## config.mk

```make
export PLATFORM = sky130hd
export DESIGN_NAME = replay_window_check
export DESIGN_NICKNAME = d
export VERILOG_FILES = /design/src/design/rwc_pkg.sv /design/src/design/rwc_judge.sv /design/src/design/replay_window_check.sv
export SDC_FILE = /design/constraint.sdc
export NUM_CORES = 1
export LEC_CHECK = 0
export ABC_CLOCK_PERIOD_IN_PS = 4530
export BUFFER_PORTS_ARGS = -buffer_cell sky130_fd_sc_hd__buf_2
export CAP_MARGIN = 15
export CORE_UTILIZATION = 38
export CTS_CLUSTER_DIAMETER = 100
export DETAILED_ROUTE_END_ITERATION = 8
export PLACE_DENSITY_LB_ADDON = 0.05
export REMOVE_ABC_BUFFERS = 1
export SYNTH_ARGS = -nofsm -noshare
export SYNTH_HDL_FRONTEND = slang
export SYNTH_HIERARCHICAL = 1
export SYNTH_SLANG_ARGS = --single-unit
```

## constraint.sdc

```tcl
create_clock -name clk -period 4.53 [get_ports clk]
set_input_delay 0.2265 -clock clk [delete_from_list [all_inputs] [get_ports clk]]
set_output_delay 0.2265 -clock clk [all_outputs]
set_load 0.03 [all_outputs]
```

## src/design/rwc_pkg.sv

```systemverilog
// rwc_pkg: shared constants and types for the replay window check.
// Used by rwc_judge, replay_window_check and rwc_checker; depends on nothing.

package rwc_pkg;

    localparam int SEQ_W     = 64;
    localparam int VERDICT_W = 2;

    localparam logic [VERDICT_W-1:0] VERDICT_ACCEPTED  = 2'd0;
    localparam logic [VERDICT_W-1:0] VERDICT_STALE     = 2'd1;
    localparam logic [VERDICT_W-1:0] VERDICT_DUPLICATE = 2'd2;

    // request handed from the input register to the window logic
    typedef struct packed {
        logic             update;
        logic [SEQ_W-1:0] seq;
    } judge_req_t;

endpackage

```

## src/design/rwc_judge.sv

```systemverilog
// rwc_judge: window state (started, highest, bitmap) and the per-request verdict.
// Depends on rwc_pkg.

module rwc_judge #(
    parameter int WINDOW_BITS = 64
) (
    input  logic                           clk,
    input  logic                           rst_n,
    input  rwc_pkg::judge_req_t            req,
    output logic [rwc_pkg::VERDICT_W-1:0]  verdict
);

    localparam int SHW = (WINDOW_BITS > 1) ? $clog2(WINDOW_BITS) : 1;
    localparam logic [rwc_pkg::SEQ_W-1:0] WIN = rwc_pkg::SEQ_W'(WINDOW_BITS);

    logic                        started_reg;
    logic                        started_next;
    logic [rwc_pkg::SEQ_W-1:0]   highest_reg;
    logic [rwc_pkg::SEQ_W-1:0]   highest_next;
    logic [WINDOW_BITS-1:0]      bitmap_reg;
    logic [WINDOW_BITS-1:0]      bitmap_next;

    logic [rwc_pkg::SEQ_W-1:0]   hi_gap;
    logic [rwc_pkg::SEQ_W-1:0]   lo_gap;
    logic                        is_above;
    logic                        above_far;
    logic                        below_far;
    logic [WINDOW_BITS-1:0]      shifted;
    logic [WINDOW_BITS-1:0]      bit_mask;
    logic                        hit;

    assign hi_gap    = req.seq - highest_reg;
    assign lo_gap    = highest_reg - req.seq;
    assign is_above  = req.seq > highest_reg;
    assign above_far = hi_gap >= WIN;
    assign below_far = lo_gap >= WIN;
    // gap is below the window width whenever these are used, so SHW bits suffice
    assign shifted   = (bitmap_reg << hi_gap[SHW-1:0]) | WINDOW_BITS'(1);
    assign bit_mask  = WINDOW_BITS'(1) << lo_gap[SHW-1:0];
    assign hit       = |(bitmap_reg & bit_mask);

    always_comb
    begin
        started_next = started_reg;
        highest_next = highest_reg;
        bitmap_next  = bitmap_reg;
        verdict      = rwc_pkg::VERDICT_ACCEPTED;
        if (!started_reg)
        begin
            started_next = 1'b1;
            highest_next = req.seq;
            bitmap_next  = WINDOW_BITS'(1);
        end
        else if (is_above)
        begin
            highest_next = req.seq;
            bitmap_next  = above_far ? WINDOW_BITS'(1) : shifted;
        end
        else if (below_far)
        begin
            verdict = rwc_pkg::VERDICT_STALE;
        end
        else if (hit)
        begin
            verdict = rwc_pkg::VERDICT_DUPLICATE;
        end
        else
        begin
            bitmap_next = bitmap_reg | bit_mask;
        end
    end

    always_ff @(posedge clk or negedge rst_n)
    begin
        if (!rst_n)
        begin
            started_reg <= 1'b0;
            highest_reg <= '0;
            bitmap_reg  <= '0;
        end
        else if (req.update)
        begin
            started_reg <= started_next;
            highest_reg <= highest_next;
            bitmap_reg  <= bitmap_next;
        end
    end

endmodule

```

## src/design/replay_window_check.sv

```systemverilog
// replay_window_check: anti-replay sliding window over 64-bit sequence numbers.
// Throughput: one request per cycle while out_ready does not stall the output.
// The window update is a single compare/shift step.
// Reset (rst_n low, async): window empty, both pipeline stages empty, out_valid low.
// Depends on rwc_pkg and rwc_judge.

module replay_window_check #(
    parameter int WINDOW_BITS = 64
) (
    input  logic                           clk,
    input  logic                           rst_n,
    input  logic                           in_valid,
    output logic                           in_ready,
    input  logic [rwc_pkg::SEQ_W-1:0]      sequence_req,
    output logic                           out_valid,
    input  logic                           out_ready,
    output logic [rwc_pkg::VERDICT_W-1:0]  verdict
);

    // Stage 1: input register holding the request's sequence number.
    logic                            s1_valid_reg;
    logic                            s1_valid_next;
    logic [rwc_pkg::SEQ_W-1:0]       seq_reg;

    // Stage 2: result register; it parts the window logic from the consumer.
    logic                            out_valid_reg;
    logic                            out_valid_next;
    logic [rwc_pkg::VERDICT_W-1:0]   verdict_reg;

    logic                            in_fire;
    logic                            s1_move;
    rwc_pkg::judge_req_t             judge_req;
    logic [rwc_pkg::VERDICT_W-1:0]   judge_verdict;

    // The stage-1 request is judged, and the window updated, in the cycle it
    // moves into the result register. The next request therefore always sees
    // the state left by the one before it.
    assign s1_move  = s1_valid_reg && (!out_valid_reg || out_ready);
    // Take a new request whenever stage 1 is empty or draining this cycle,
    // even while a verdict is still waiting downstream.
    assign in_ready = !s1_valid_reg || !out_valid_reg || out_ready;
    assign in_fire  = in_valid && in_ready;

    assign s1_valid_next  = in_fire ? 1'b1 : (s1_move ? 1'b0 : s1_valid_reg);
    assign out_valid_next = s1_move ? 1'b1 : (out_ready ? 1'b0 : out_valid_reg);

    assign judge_req.update = s1_move;
    assign judge_req.seq    = seq_reg;

    rwc_judge #(
        .WINDOW_BITS (WINDOW_BITS)
    ) u_judge (
        .clk     (clk),
        .rst_n   (rst_n),
        .req     (judge_req),
        .verdict (judge_verdict)
    );

    always_ff @(posedge clk or negedge rst_n)
    begin
        if (!rst_n)
        begin
            s1_valid_reg  <= 1'b0;
            out_valid_reg <= 1'b0;
        end
        else
        begin
            s1_valid_reg  <= s1_valid_next;
            out_valid_reg <= out_valid_next;
        end
    end

    // payload registers, no reset
    always_ff @(posedge clk)
    begin
        if (in_fire)
        begin
            seq_reg <= sequence_req;
        end
        if (s1_move)
        begin
            verdict_reg <= judge_verdict;
        end
    end

    assign out_valid = out_valid_reg;
    assign verdict   = verdict_reg;

endmodule

```

==> run metrics, run 1 <==
FF-to-FF End u_judge/bitmap_reg[11]; first-pass GRT wire length 147.0 mm; Critical Path, Cell by Cell inv_1 -> ha_1 -> nand2_1 -> o21ai_0 -> a22oi_1 -> a21boi_0 -> a211o_1 -> xor2_1 -> a2111oi_2 -> buf_4 -> nand4_1 -> buf_4 -> nor4_2 -> buf_4 -> nand4bb_4 -> buf_6 -> buf_12 -> buf_12 -> o22ai_1 -> o21a_1; yosys warns 6; Fmax 217.8 MHz; worst hold slack 0.2603 ns; most frequent cell after synthesis nand2_1; chip width 237.7 µm; Max-cap violations 0; initial DRC count 2682; Slew Limit Fails 0; vias in the first global route 23590; vias per cell 6.080; vias 24270; Syn-to-layout area delta 31.12%; RSZ-0062 raised after global routing true; Critical R2R Launch seq_reg[25]; clock slew at reported path FFs 0.09 ns; CTS tree done; # rows 86; Inserted Clock Buffers 17; critical path class reg -> reg; Hold Crit Class in -> async; Total GRT Usage 34.45%; H-Tree Depth 4; Yosys reg bits 197; Required @ worst endpoint 4.96 ns; synthesized instance count 2807; kind of end point of the critical path flip-flop; fin crit share 101.3%; CP max FO 5; CTS root buf clkbuf_16; placed cell count 3854; outcome finished with violations; highest-delay cell along the critical path o21ai_0; Synth top area share 15.52%; top cells by count, synth nand2_1 (382), a21oi_1 (332), o21ai_0 (266), nor2_1 (188), inv_1 (148); Synth async-reset ratio 66.50%; # setup viols final 11; Clock Tree Buf Depth 2; register area share after synthesis 24.91%; Synth cell types 94; number of nets in the layout 3428; post-layout util 50.36%; largest net degree at the start of global routing 75; Top FF cell, synth dfrtp_1; failing checks negative setup slack; IO Port Bufs 71; Static Leak 11.59 nW; Hold Vio Cnt, Final 0; HPWL Detailed 77.65 mm; share of cells above drive strength 1 23.27%; power per cell area 883.7 mW/mm²; total gr overflow 0; post-synthesis cell type with the largest combined area dfrtp_1; Starting Density 38.41%; Worst Slack Setup Final -0.06114 ns; die area 0.05652 mm²; relative slew slack 18.51%; most frequent CP cell buf_4; FF-to-FF setup slack -0.06 ns; synthesized area per cell 7.524 µm²; DR DRC count 0; measured slew at the worst slew-check pin 1.213 ns; synthesized cell area 0.02112 mm²; I/O pin count 72; initial antenna violation count 1; # clock sinks 197; Synth area leaders dfrtp_1 (16%), edfxtp_1 (9.4%), a21oi_1 (7.9%); Max VDD drop 904.6 µV; core area 0.05499 mm²; height of the die 237.7 µm; Detailed Route WL 99.41 mm; Worst EP arrival 5.02 ns; pre-CTS setup slack -0.1808 ns; Clk Latency, worst-skew pair 0.52 ns; ANT nets after route 0; n_diodes 0; Fillers 5434; Setup Skew 0.02835 ns; final cell count without fillers 3992; reg2reg path depth 20; Tmin final 4.591 ns; Post-synth EDFFs 66; DRT Pass-1 Iters 6; wire per inst 24.90 µm; startpoint types flip-flop; CP max stage delay 0.56 ns; Routability Congestion 1.041
==> cells in the final DEF, fill, tap and decap left out, types with 66 or more instances in the layout <==
cell / n
a21oi_1: 315
mux2i_1: 84
ha_1: 119
edfxtp_1: 66
nand2_1: 381
nor2_1: 186
o21a_1: 86
buf_2: 71
o21ai_0: 252
dfrtp_1: 131
inv_1: 145
dlygate4sd3_1: 68
buf_4: 417
==> stage by stage <==
step                      setup TNS, ns  cell area [µm²]  power, mW
after floorplan                 -577.36            20290      12.91
after global placement           -16.18            24980      21.15
after detailed placement         -10.58            24980      21.13
after CTS                    -0.0001479            26910      23.39
after global routing             -6.790            27690      25.68
final                           -0.4293            27690      24.47
==> worst max path at each step <==
| stage | startpoint | endpoint | slack (ns) | cells past startpoint |
|---|---|---|---|---|
| after floorplan | seq_reg[0] | u_judge/bitmap_reg[62] | -5.17 | 9 |
| after global placement | seq_reg[3] | u_judge/bitmap_reg[34] | -0.26 | 19 |
| after detailed placement | seq_reg[3] | u_judge/bitmap_reg[14] | -0.18 | 19 |
| after CTS | seq_reg[0] | u_judge/bitmap_reg[35] | -0.0001 | 22 |
| after global routing | seq_reg[14] | u_judge/bitmap_reg[49] | -0.19 | 21 |
| final | seq_reg[25] | u_judge/bitmap_reg[11] | -0.06 | 20 |
==> cell families after synthesis <==
kind of cell / synth area share [%]
compound gates: 31.54
xor+xnor: 3.359
fa+ha+maj: 7.714
buf+inv: 6.564
flops: 24.91
mux: 6.381
simple gates: 19.53
==> report_power, final <==
group          total (mW)  internal (mW)  switching (mW)
clock network        1.65          0.790           0.859
logic                20.4           7.27            13.1
registers            2.44           2.19           0.246
==> final cells by class <==
cell class | count | area (µm²) | area share (%)
Multi-Input combinational cell | 2274 | 15420 | 55.68
Sequential cell | 197 | 5260 | 19.00
Timing Repair Buffer | 592 | 4898 | 17.69
Tap cell | 748 | 935.9 | 3.380
Inverter | 149 | 559.3 | 2.020
Clock buffer | 20 | 467.9 | 1.690
Clock inverter | 12 | 150.1 | 0.5422
==> critical path: cells and delay by family, from the launching register on <==
family / cells / cell delay, ns
buffers and inverters: 7 / 1.00
XOR/XNOR: 1 / 0.20
flip-flops: 1 / 0.38
AO/OA/AOI/OAI: 7 / 2.02
adder cells (fa/ha/maj): 1 / 0.32
AND/OR/NAND/NOR: 4 / 0.58
==> timing repair <==
| action | in CTS | in global routing |
|---|---|---|
| endpoints found under the setup margin | 66 | 66 |
| cloned | 5 | 9 |
| setup buffers | 11 | 13 |
| endpoints found under the hold margin | 120 | 0 |
| hold buffers | 68 | 0 |
| gates resized for setup | 87 | 98 |
| pin swaps | 26 | 38 |
==> routing by layer <==
layer	wire length, µm	vias to the layer above	global-route usage (%)
li1	-	11180	-
met1	41540	11790	43.99
met2	46110	1067	57.01
met3	6624	243	5.098
met4	5128	0	16.13
met5	0	-	0
(Power assumes the default switching activity.)
==> run 2, diff against run 1 <==
--- a/config.mk
+++ b/config.mk
@@ -5,9 +5,10 @@
 export SDC_FILE = /design/constraint.sdc
 export NUM_CORES = 1
 export LEC_CHECK = 0
-export ABC_CLOCK_PERIOD_IN_PS = 4530
+export ABC_CLOCK_PERIOD_IN_PS = 4150
 export BUFFER_PORTS_ARGS = -buffer_cell sky130_fd_sc_hd__buf_2
 export CAP_MARGIN = 15
+export CORE_MARGIN = 2
 export CORE_UTILIZATION = 38
 export CTS_CLUSTER_DIAMETER = 100
 export DETAILED_ROUTE_END_ITERATION = 8
==> constraint.sdc (replaced) <==
create_clock -name clk -period 4.15 [get_ports clk]
set_input_delay 0.2075 -clock clk [delete_from_list [all_inputs] [get_ports clk]]
set_output_delay 0.2075 -clock clk [all_outputs]
set_load 0.03 [all_outputs]
==> run 2 against run 1 <==
Against the previous run:
- the flow still finishes with violations (negative setup slack)
- sequential share of layout area decreased by 1.2 points
- utilization increased by 3.5 points
- first-iteration DRC count increased by 5.3%
- non-clock buffer count increased by 264
- register-to-register slack got worse by 0.51 ns
- setup slack got worse by 0.51 ns
- sequential power increased by 9.0%
- clock power increased by 5%
- cell area increased by 7.0%
- clock skew decreased by 0.012 ns
==> run metrics, run 2 (same netlist as run 1, synthesis figures left out) <==
most frequent cells in the layout buf_4 (669), nand2_1 (381), a21oi_1 (321), o21ai_0 (248), nor2_1 (187) (was buf_4 (417), nand2_1 (381), a21oi_1 (315), o21ai_0 (252), nor2_1 (186)); Max-cap violations 0 (unchanged); Fillers 5391 (was 5434); die area 0.05748 mm² (was 0.05652 mm²); initial DRC count 2823 (was 2682); outcome finished with violations (unchanged); # rows 86 (unchanged); Required @ worst endpoint 4.42 ns (was 4.96 ns); # setup viols final 66 (was 11); most common cell after layout, fill and taps aside buf_4 (unchanged); Max VDD drop 712.8 µV (was 904.6 µV); IO Port Bufs 71 (unchanged); Routability Congestion 1.030 (was 1.041); Total GRT Usage 35.46% (was 34.45%); worst hold slack 0.2297 ns (was 0.2603 ns); number of nets in the layout 3692 (was 3428); Worst Slack Setup Final -0.5678 ns (was -0.06114 ns); # clock sinks 197 (unchanged); power per cell area 957.5 mW/mm² (was 883.7 mW/mm²); wire per inst 24.43 µm (was 24.90 µm); Clock Tree Buf Depth 2 (unchanged); CTS root buf clkbuf_16 (unchanged); n_diodes 0 (unchanged); DR DRC count 0 (unchanged); clock slew at reported path FFs 0.08 ns (was 0.09 ns); startpoint types flip-flop (unchanged); WP buf/inv 7 (unchanged); Hold Crit Class in -> async (unchanged); fin crit share 113.7% (was 101.3%); kind of end point of the critical path flip-flop (unchanged); Hold Vio Cnt, Final 0 (unchanged); vias 25510 (was 24270); highest-delay cell along the critical path or4_4 (was o21ai_0); measured slew at the worst slew-check pin 1.193 ns (was 1.213 ns); critical path class reg -> reg (unchanged); post-layout util 53.88% (was 50.36%); CTS tree done (unchanged); first-pass GRT wire length 152.8 mm (was 147.0 mm); H-Tree Depth 4 (unchanged); Critical Path, Cell by Cell buf_4 -> buf_6 -> ha_4 -> inv_2 -> fa_2 -> a211oi_4 -> o31a_2 -> buf_6 -> or3_4 -> o211ai_1 -> buf_4 -> buf_6 -> a31oi_4 -> xnor2_2 -> or4_4 -> a211oi_2 -> nand4_1 -> buf_4 -> or4_4 -> nor2b_1 (was inv_1 -> ha_1 -> nand2_1 -> o21ai_0 -> a22oi_1 -> a21boi_0 -> a211o_1 -> xor2_1 -> a2111oi_2 -> buf_4 -> nand4_1 -> buf_4 -> nor4_2 -> buf_4 -> nand4bb_4 -> buf_6 -> buf_12 -> buf_12 -> o22ai_1 -> o21a_1); vias per cell 5.993 (was 6.080); Fmax 212.0 MHz (was 217.8 MHz); total gr overflow 0 (unchanged); Detailed Route WL 104.0 mm (was 99.41 mm); DRT Pass-1 Iters 7 (was 6); Syn-to-layout area delta 40.28% (was 31.12%); Worst EP arrival 4.99 ns (was 5.02 ns); CP max stage delay 0.50 ns (was 0.56 ns); Clk Latency, worst-skew pair 0.52 ns (about the same); HPWL Detailed 80.64 mm (was 77.65 mm); share of cells above drive strength 1 28.51% (was 23.27%); Overall Power 28.37 mW (was 24.47 mW); placed cell area 0.02692 mm² (was 0.02498 mm²); relative slew slack 19.88% (was 18.51%); height of the die 239.7 µm (was 237.7 µm); failing checks negative setup slack (unchanged); Inserted Clock Buffers 17 (unchanged); chip width 239.7 µm (was 237.7 µm); ANT nets after route 0 (unchanged); largest net degree at the start of global routing 131 (was 75); design area 0.02963 mm² (was 0.02769 mm²); core area 0.05499 mm² (unchanged); initial antenna violation count 1 (unchanged); Slew Limit Fails 0 (unchanged); Starting Density 38.41% (unchanged); Static Leak 12.86 nW (was 11.59 nW); I/O pin count 72 (unchanged); RSZ-0062 raised after global routing true (unchanged); Tmin final 4.718 ns (was 4.591 ns); Setup Skew 0.01624 ns (was 0.02835 ns); CP delay by family, top simple AND/OR/NAND/NOR gates (was compound AO/OA/AOI/OAI gates); CP max FO 3 (was 5); vias in the first global route 24740 (was 23590)
[run 2: cell types whose count changed in the layout (fill, tap and decap cells not counted), sizes merged]
cell,before,now
buf,516,779
bufbuf,1,0
clkbuf,27,26
clkinvlp,0,1
dlygate4sd3,68,69
inv,155,156
[run 2: timing repair]
| item | 4_1_cts | 5_1_grt |
|---|---|---|
| gates resized for setup | 109 | 69 |
| pin swaps | 18 | 36 |
| hold endpoints to repair | 197 | 0 |
| hold buffers | 69 | 0 |
| buffers inserted | 25 | 15 |
| setup endpoints to repair | 66 | 68 |
| cloned | 6 | 9 |
[run 2: path summary, 6_finish.rpt]
check	cells after the start	slack, ns	from	to
min in group clk	2	0.39	sequence_req[17]	seq_reg[17]
worst min-delay path	3	0.23	rst_n	u_judge/highest_reg[3]
worst max-delay path	20	-0.57	seq_reg[0]	verdict[0]
worst max register to register	20	-0.57	seq_reg[0]	verdict[0]
worst min register to register	2	0.52	seq_reg[11]	u_judge/highest_reg[11]
max in group asynchronous	3	3.05	rst_n	u_judge/highest_reg[38]
[run 2: worst min-delay path, delay by kind of cell]
kind	cells	cell delay [ns]
buffers and inverters	3	1.06
[run 2: area by class of cell]
type	instances	area [µm²]	share of cell area [%]
Tap cell	748	935.9	3.159
Timing Repair Buffer	856	6957	23.48
Inverter	149	559.3	1.888
Clock buffer	18	429.2	1.449
Clock inverter	14	141.4	0.4772
Sequential cell	197	5260	17.75
Multi-Input combinational cell	2274	15340	51.79
[run 2: per-layer routing]
layer | global-route usage [%] | wire length (µm)
met5 | 0 | 51
met4 | 15.06 | 5004
met3 | 4.852 | 6900
met2 | 59.70 | 48760
met1 | 45.38 | 43270
[run 2: power breakdown]
group / internal, mW / switching [mW] / total (mW) / leakage (nW)
clock network: 0.797 / 0.947 / 1.74 / 0.278
registers: 2.39 / 0.264 / 2.66 / 2.34
logic: 9.26 / 14.7 / 24.0 / 10.2
[run 2: per-stage QoR]
step / cells / setup WS, ns / setup TNS [ns]
CTS: 4237 / -0.3731 / -20.95
floorplan: 2620 / -5.554 / -626.76
global route: 4256 / -0.6630 / -38.87
finish: 4256 / -0.5678 / -32.68
detailed placement: 4106 / -0.5995 / -37.76
global placement: 4105 / -0.5894 / -36.60
==> run 3, diff against run 2 <==
--- a/config.mk
+++ b/config.mk
@@ -5,7 +5,7 @@
 export SDC_FILE = /design/constraint.sdc
 export NUM_CORES = 1
 export LEC_CHECK = 0
-export ABC_CLOCK_PERIOD_IN_PS = 4150
+export ABC_CLOCK_PERIOD_IN_PS = 4300
 export BUFFER_PORTS_ARGS = -buffer_cell sky130_fd_sc_hd__buf_2
 export CAP_MARGIN = 15
 export CORE_MARGIN = 2
==> constraint.sdc (replaced) <==
create_clock -name clk -period 4.3 [get_ports clk]
set_input_delay 0.215 -clock clk [delete_from_list [all_inputs] [get_ports clk]]
set_output_delay 0.215 -clock clk [all_outputs]
set_load 0.03 [all_outputs]
==> run 3 against run 2 <==
Against the previous run:
- the run still ends with negative setup slack left
- via count shrank 1.6%
- power shrank 4.1%
- critical path type unchanged
- non-clock buffer count shrank 78
==> run metrics, run 3 (same netlist as run 1, synthesis figures left out) <==
measured slew at the worst slew-check pin 0.8493 ns (was 1.193 ns); share of cells above drive strength 1 27.35% (was 28.51%); met3 GRT Util 5.117% (was 4.852%); Tmin final 4.673 ns (was 4.718 ns); DR DRC count 0 (unchanged); Hold Crit Class in -> async (unchanged); placed cell area 0.02637 mm² (was 0.02692 mm²); Critical R2R Launch u_judge/highest_reg[0] (was seq_reg[0]); Worst EP arrival 5.13 ns (was 4.99 ns); most frequent cells in the layout buf_4 (597), nand2_1 (380), a21oi_1 (315), o21ai_0 (245), nor2_1 (184) (was buf_4 (669), nand2_1 (381), a21oi_1 (321), o21ai_0 (248), nor2_1 (187)); IO Port Bufs 71 (unchanged); pre-CTS setup slack -0.5587 ns (was -0.5995 ns); vias per cell 6.008 (was 5.993); Hold Vio Cnt, Final 0 (unchanged); CP startpoint u_judge/highest_reg[0] (was seq_reg[0]); GRT met1 Usage 45.20% (was 45.38%); Max VDD drop 1536 µV (was 712.8 µV); kind of end point of the critical path flip-flop (unchanged); I/O pin count 72 (unchanged); initial antenna violation count 0 (was 1); final setup TNS -18.89 ns (was -32.68 ns); Starting Density 38.41% (unchanged); height of the die 239.7 µm (unchanged); Total GRT Usage 35.54% (was 35.46%); n_diodes 0 (unchanged); Clk Latency, worst-skew pair 0.52 ns (about the same); CTS root buf clkbuf_16 (unchanged); vias 25100 (was 25510); H-Tree Depth 4 (unchanged); outcome finished with violations (unchanged); most common cell after layout, fill and taps aside buf_4 (unchanged); Syn-to-layout area delta 37.70% (was 40.28%); post-layout util 52.89% (was 53.88%); Clock Tree Buf Depth 2 (unchanged); wire per inst 24.69 µm (was 24.43 µm); vias in the first global route 24470 (was 24740); fin crit share 108.7% (was 113.7%); relative slew slack 41.91% (was 19.88%); Static Leak 12.47 nW (was 12.86 nW); ANT nets after route 0 (unchanged); Inserted Clock Buffers 17 (unchanged); failing checks negative setup slack (unchanged); initial DRC count 2516 (was 2823); reg2reg path depth 23 (was 20); FF-to-FF setup slack -0.37 ns (was -0.57 ns); Fillers 5378 (was 5391); Max-cap violations 0 (unchanged); DRT Pass-1 Iters 6 (was 7); critical path class reg -> reg (unchanged); FF-to-FF End u_judge/bitmap_reg[13] (was verdict[0]); worst hold slack 0.2031 ns (was 0.2297 ns); Setup Skew 0.01762 ns (was 0.01624 ns); clock slew at reported path FFs 0.09 ns (was 0.08 ns); number of nets in the layout 3614 (was 3692); design area 0.02908 mm² (was 0.02963 mm²); largest net degree at the start of global routing 107 (was 131); HPWL Detailed 80.51 mm (was 80.64 mm); Slew Limit Fails 0 (unchanged); RSZ-0062 raised after global routing true (unchanged); # rows 86 (unchanged); Required @ worst endpoint 4.76 ns (was 4.42 ns); # setup viols final 66 (unchanged); core area 0.05499 mm² (unchanged); CTS tree done (unchanged); chip width 239.7 µm (unchanged); # clock sinks 197 (unchanged); total gr overflow 0 (unchanged); Fmax 214.0 MHz (was 212.0 MHz); power per cell area 935.5 mW/mm² (was 957.5 mW/mm²); Routability Congestion 1.016 (was 1.030); CP max FO 12 (was 3); die area 0.05748 mm² (unchanged); startpoint types flip-flop (unchanged); Detailed Route WL 103.1 mm (was 104.0 mm); routing usage on met2 58.78% (was 59.70%); busiest grt layer met2 (unchanged); Worst Slack Setup Final -0.3728 ns (was -0.5678 ns); first-pass GRT wire length 153.0 mm (was 152.8 mm); worst setup path endpoint u_judge/bitmap_reg[13] (was verdict[0])
-- run 3: cell types whose count changed in the layout (fill, tap and decap cells not counted), sizes merged --
cell / delta
bufinv: +1
buf: -70
dlygate4sd3: -1
inv: +1
clkbuf: -8
clkinv: -1
-- run 3: worst min path at each step --
| stage | slack [ns] | to | cells past startpoint | from |
|---|---|---|---|---|
| 3_3_place_gp | 0.19 | u_judge/highest_reg[4] | 1 | rst_n |
| 2_1_floorplan | -0.08 | out_valid | 0 | rst_n |
| 6_report | 0.20 | u_judge/highest_reg[5] | 2 | rst_n |
| 4_1_cts | 0.20 | u_judge/highest_reg[5] | 2 | rst_n |
| 3_5_place_dp | 0.20 | u_judge/highest_reg[5] | 1 | rst_n |
| 5_1_grt | 0.24 | u_judge/highest_reg[5] | 2 | rst_n |
-- run 3: metal layers --
| metal | wire (µm) | vias up |
|---|---|---|
| met4 | 5577 | 0 |
| met3 | 6484 | 250 |
| met2 | 47840 | 1116 |
| met5 | 0 | - |
| li1 | - | 11580 |
| met1 | 43240 | 12150 |
-- run 3: report_power, final --
part | total, mW | switching (mW) | internal [mW]
Sequential | 2.58 | 0.264 | 2.31
Combinational | 22.9 | 14.2 | 8.72
Clock | 1.76 | 0.921 | 0.834
Total | 27.2 | 15.3 | 11.9
-- run 3: cell type report --
| cell class | instances | area (µm²) | share of cell area [%] |
|---|---|---|---|
| Clock buffer | 17 | 425.4 | 1.463 |
| Clock inverter | 15 | 180.2 | 0.6196 |
| Inverter | 149 | 559.3 | 1.923 |
| Multi-Input combinational cell | 2274 | 15380 | 52.89 |
| Sequential cell | 197 | 5260 | 18.09 |
| Tap cell | 748 | 935.9 | 3.218 |
| Timing Repair Buffer | 778 | 6339 | 21.80 |
-- run 3: critical path, stage by stage (launching register included) --
cell and delay [ns]:
dfrtp_1 0.39, buf_4 0.14, ha_4 0.15, inv_2 0.05, fa_2 0.22, buf_4 0.12, nand3_2 0.09, buf_4 0.15
a211oi_1 0.25, a211oi_1 0.08, buf_4 0.17, o21ai_1 0.19, buf_4 0.17, xor2_1 0.08, a211oi_1 0.18, buf_4 0.15
nand4_1 0.12, nor4_2 0.27, buf_4 0.16, or4bb_1 0.42, nand4bb_4 0.37, buf_12 0.24, o32ai_2 0.26, o21a_1 0.16
-- run 3: timing repair --
item                                    CTS  global route
endpoints found under the hold margin   114             0
endpoints found under the setup margin  114            99
resized for setup                       131            65
setup buffers                            22             9
hold buffers                             68             0
pin swaps                                34            21
cloned                                   10             1
-- run 3: per-stage QoR --
stage | total power, mW | std cells
global route | 28.59 | 4178
finish | 27.20 | 4178
global placement | 23.60 | 4036
floorplan | 13.60 | 2620
detailed placement | 23.57 | 4036
CTS | 26.30 | 4168
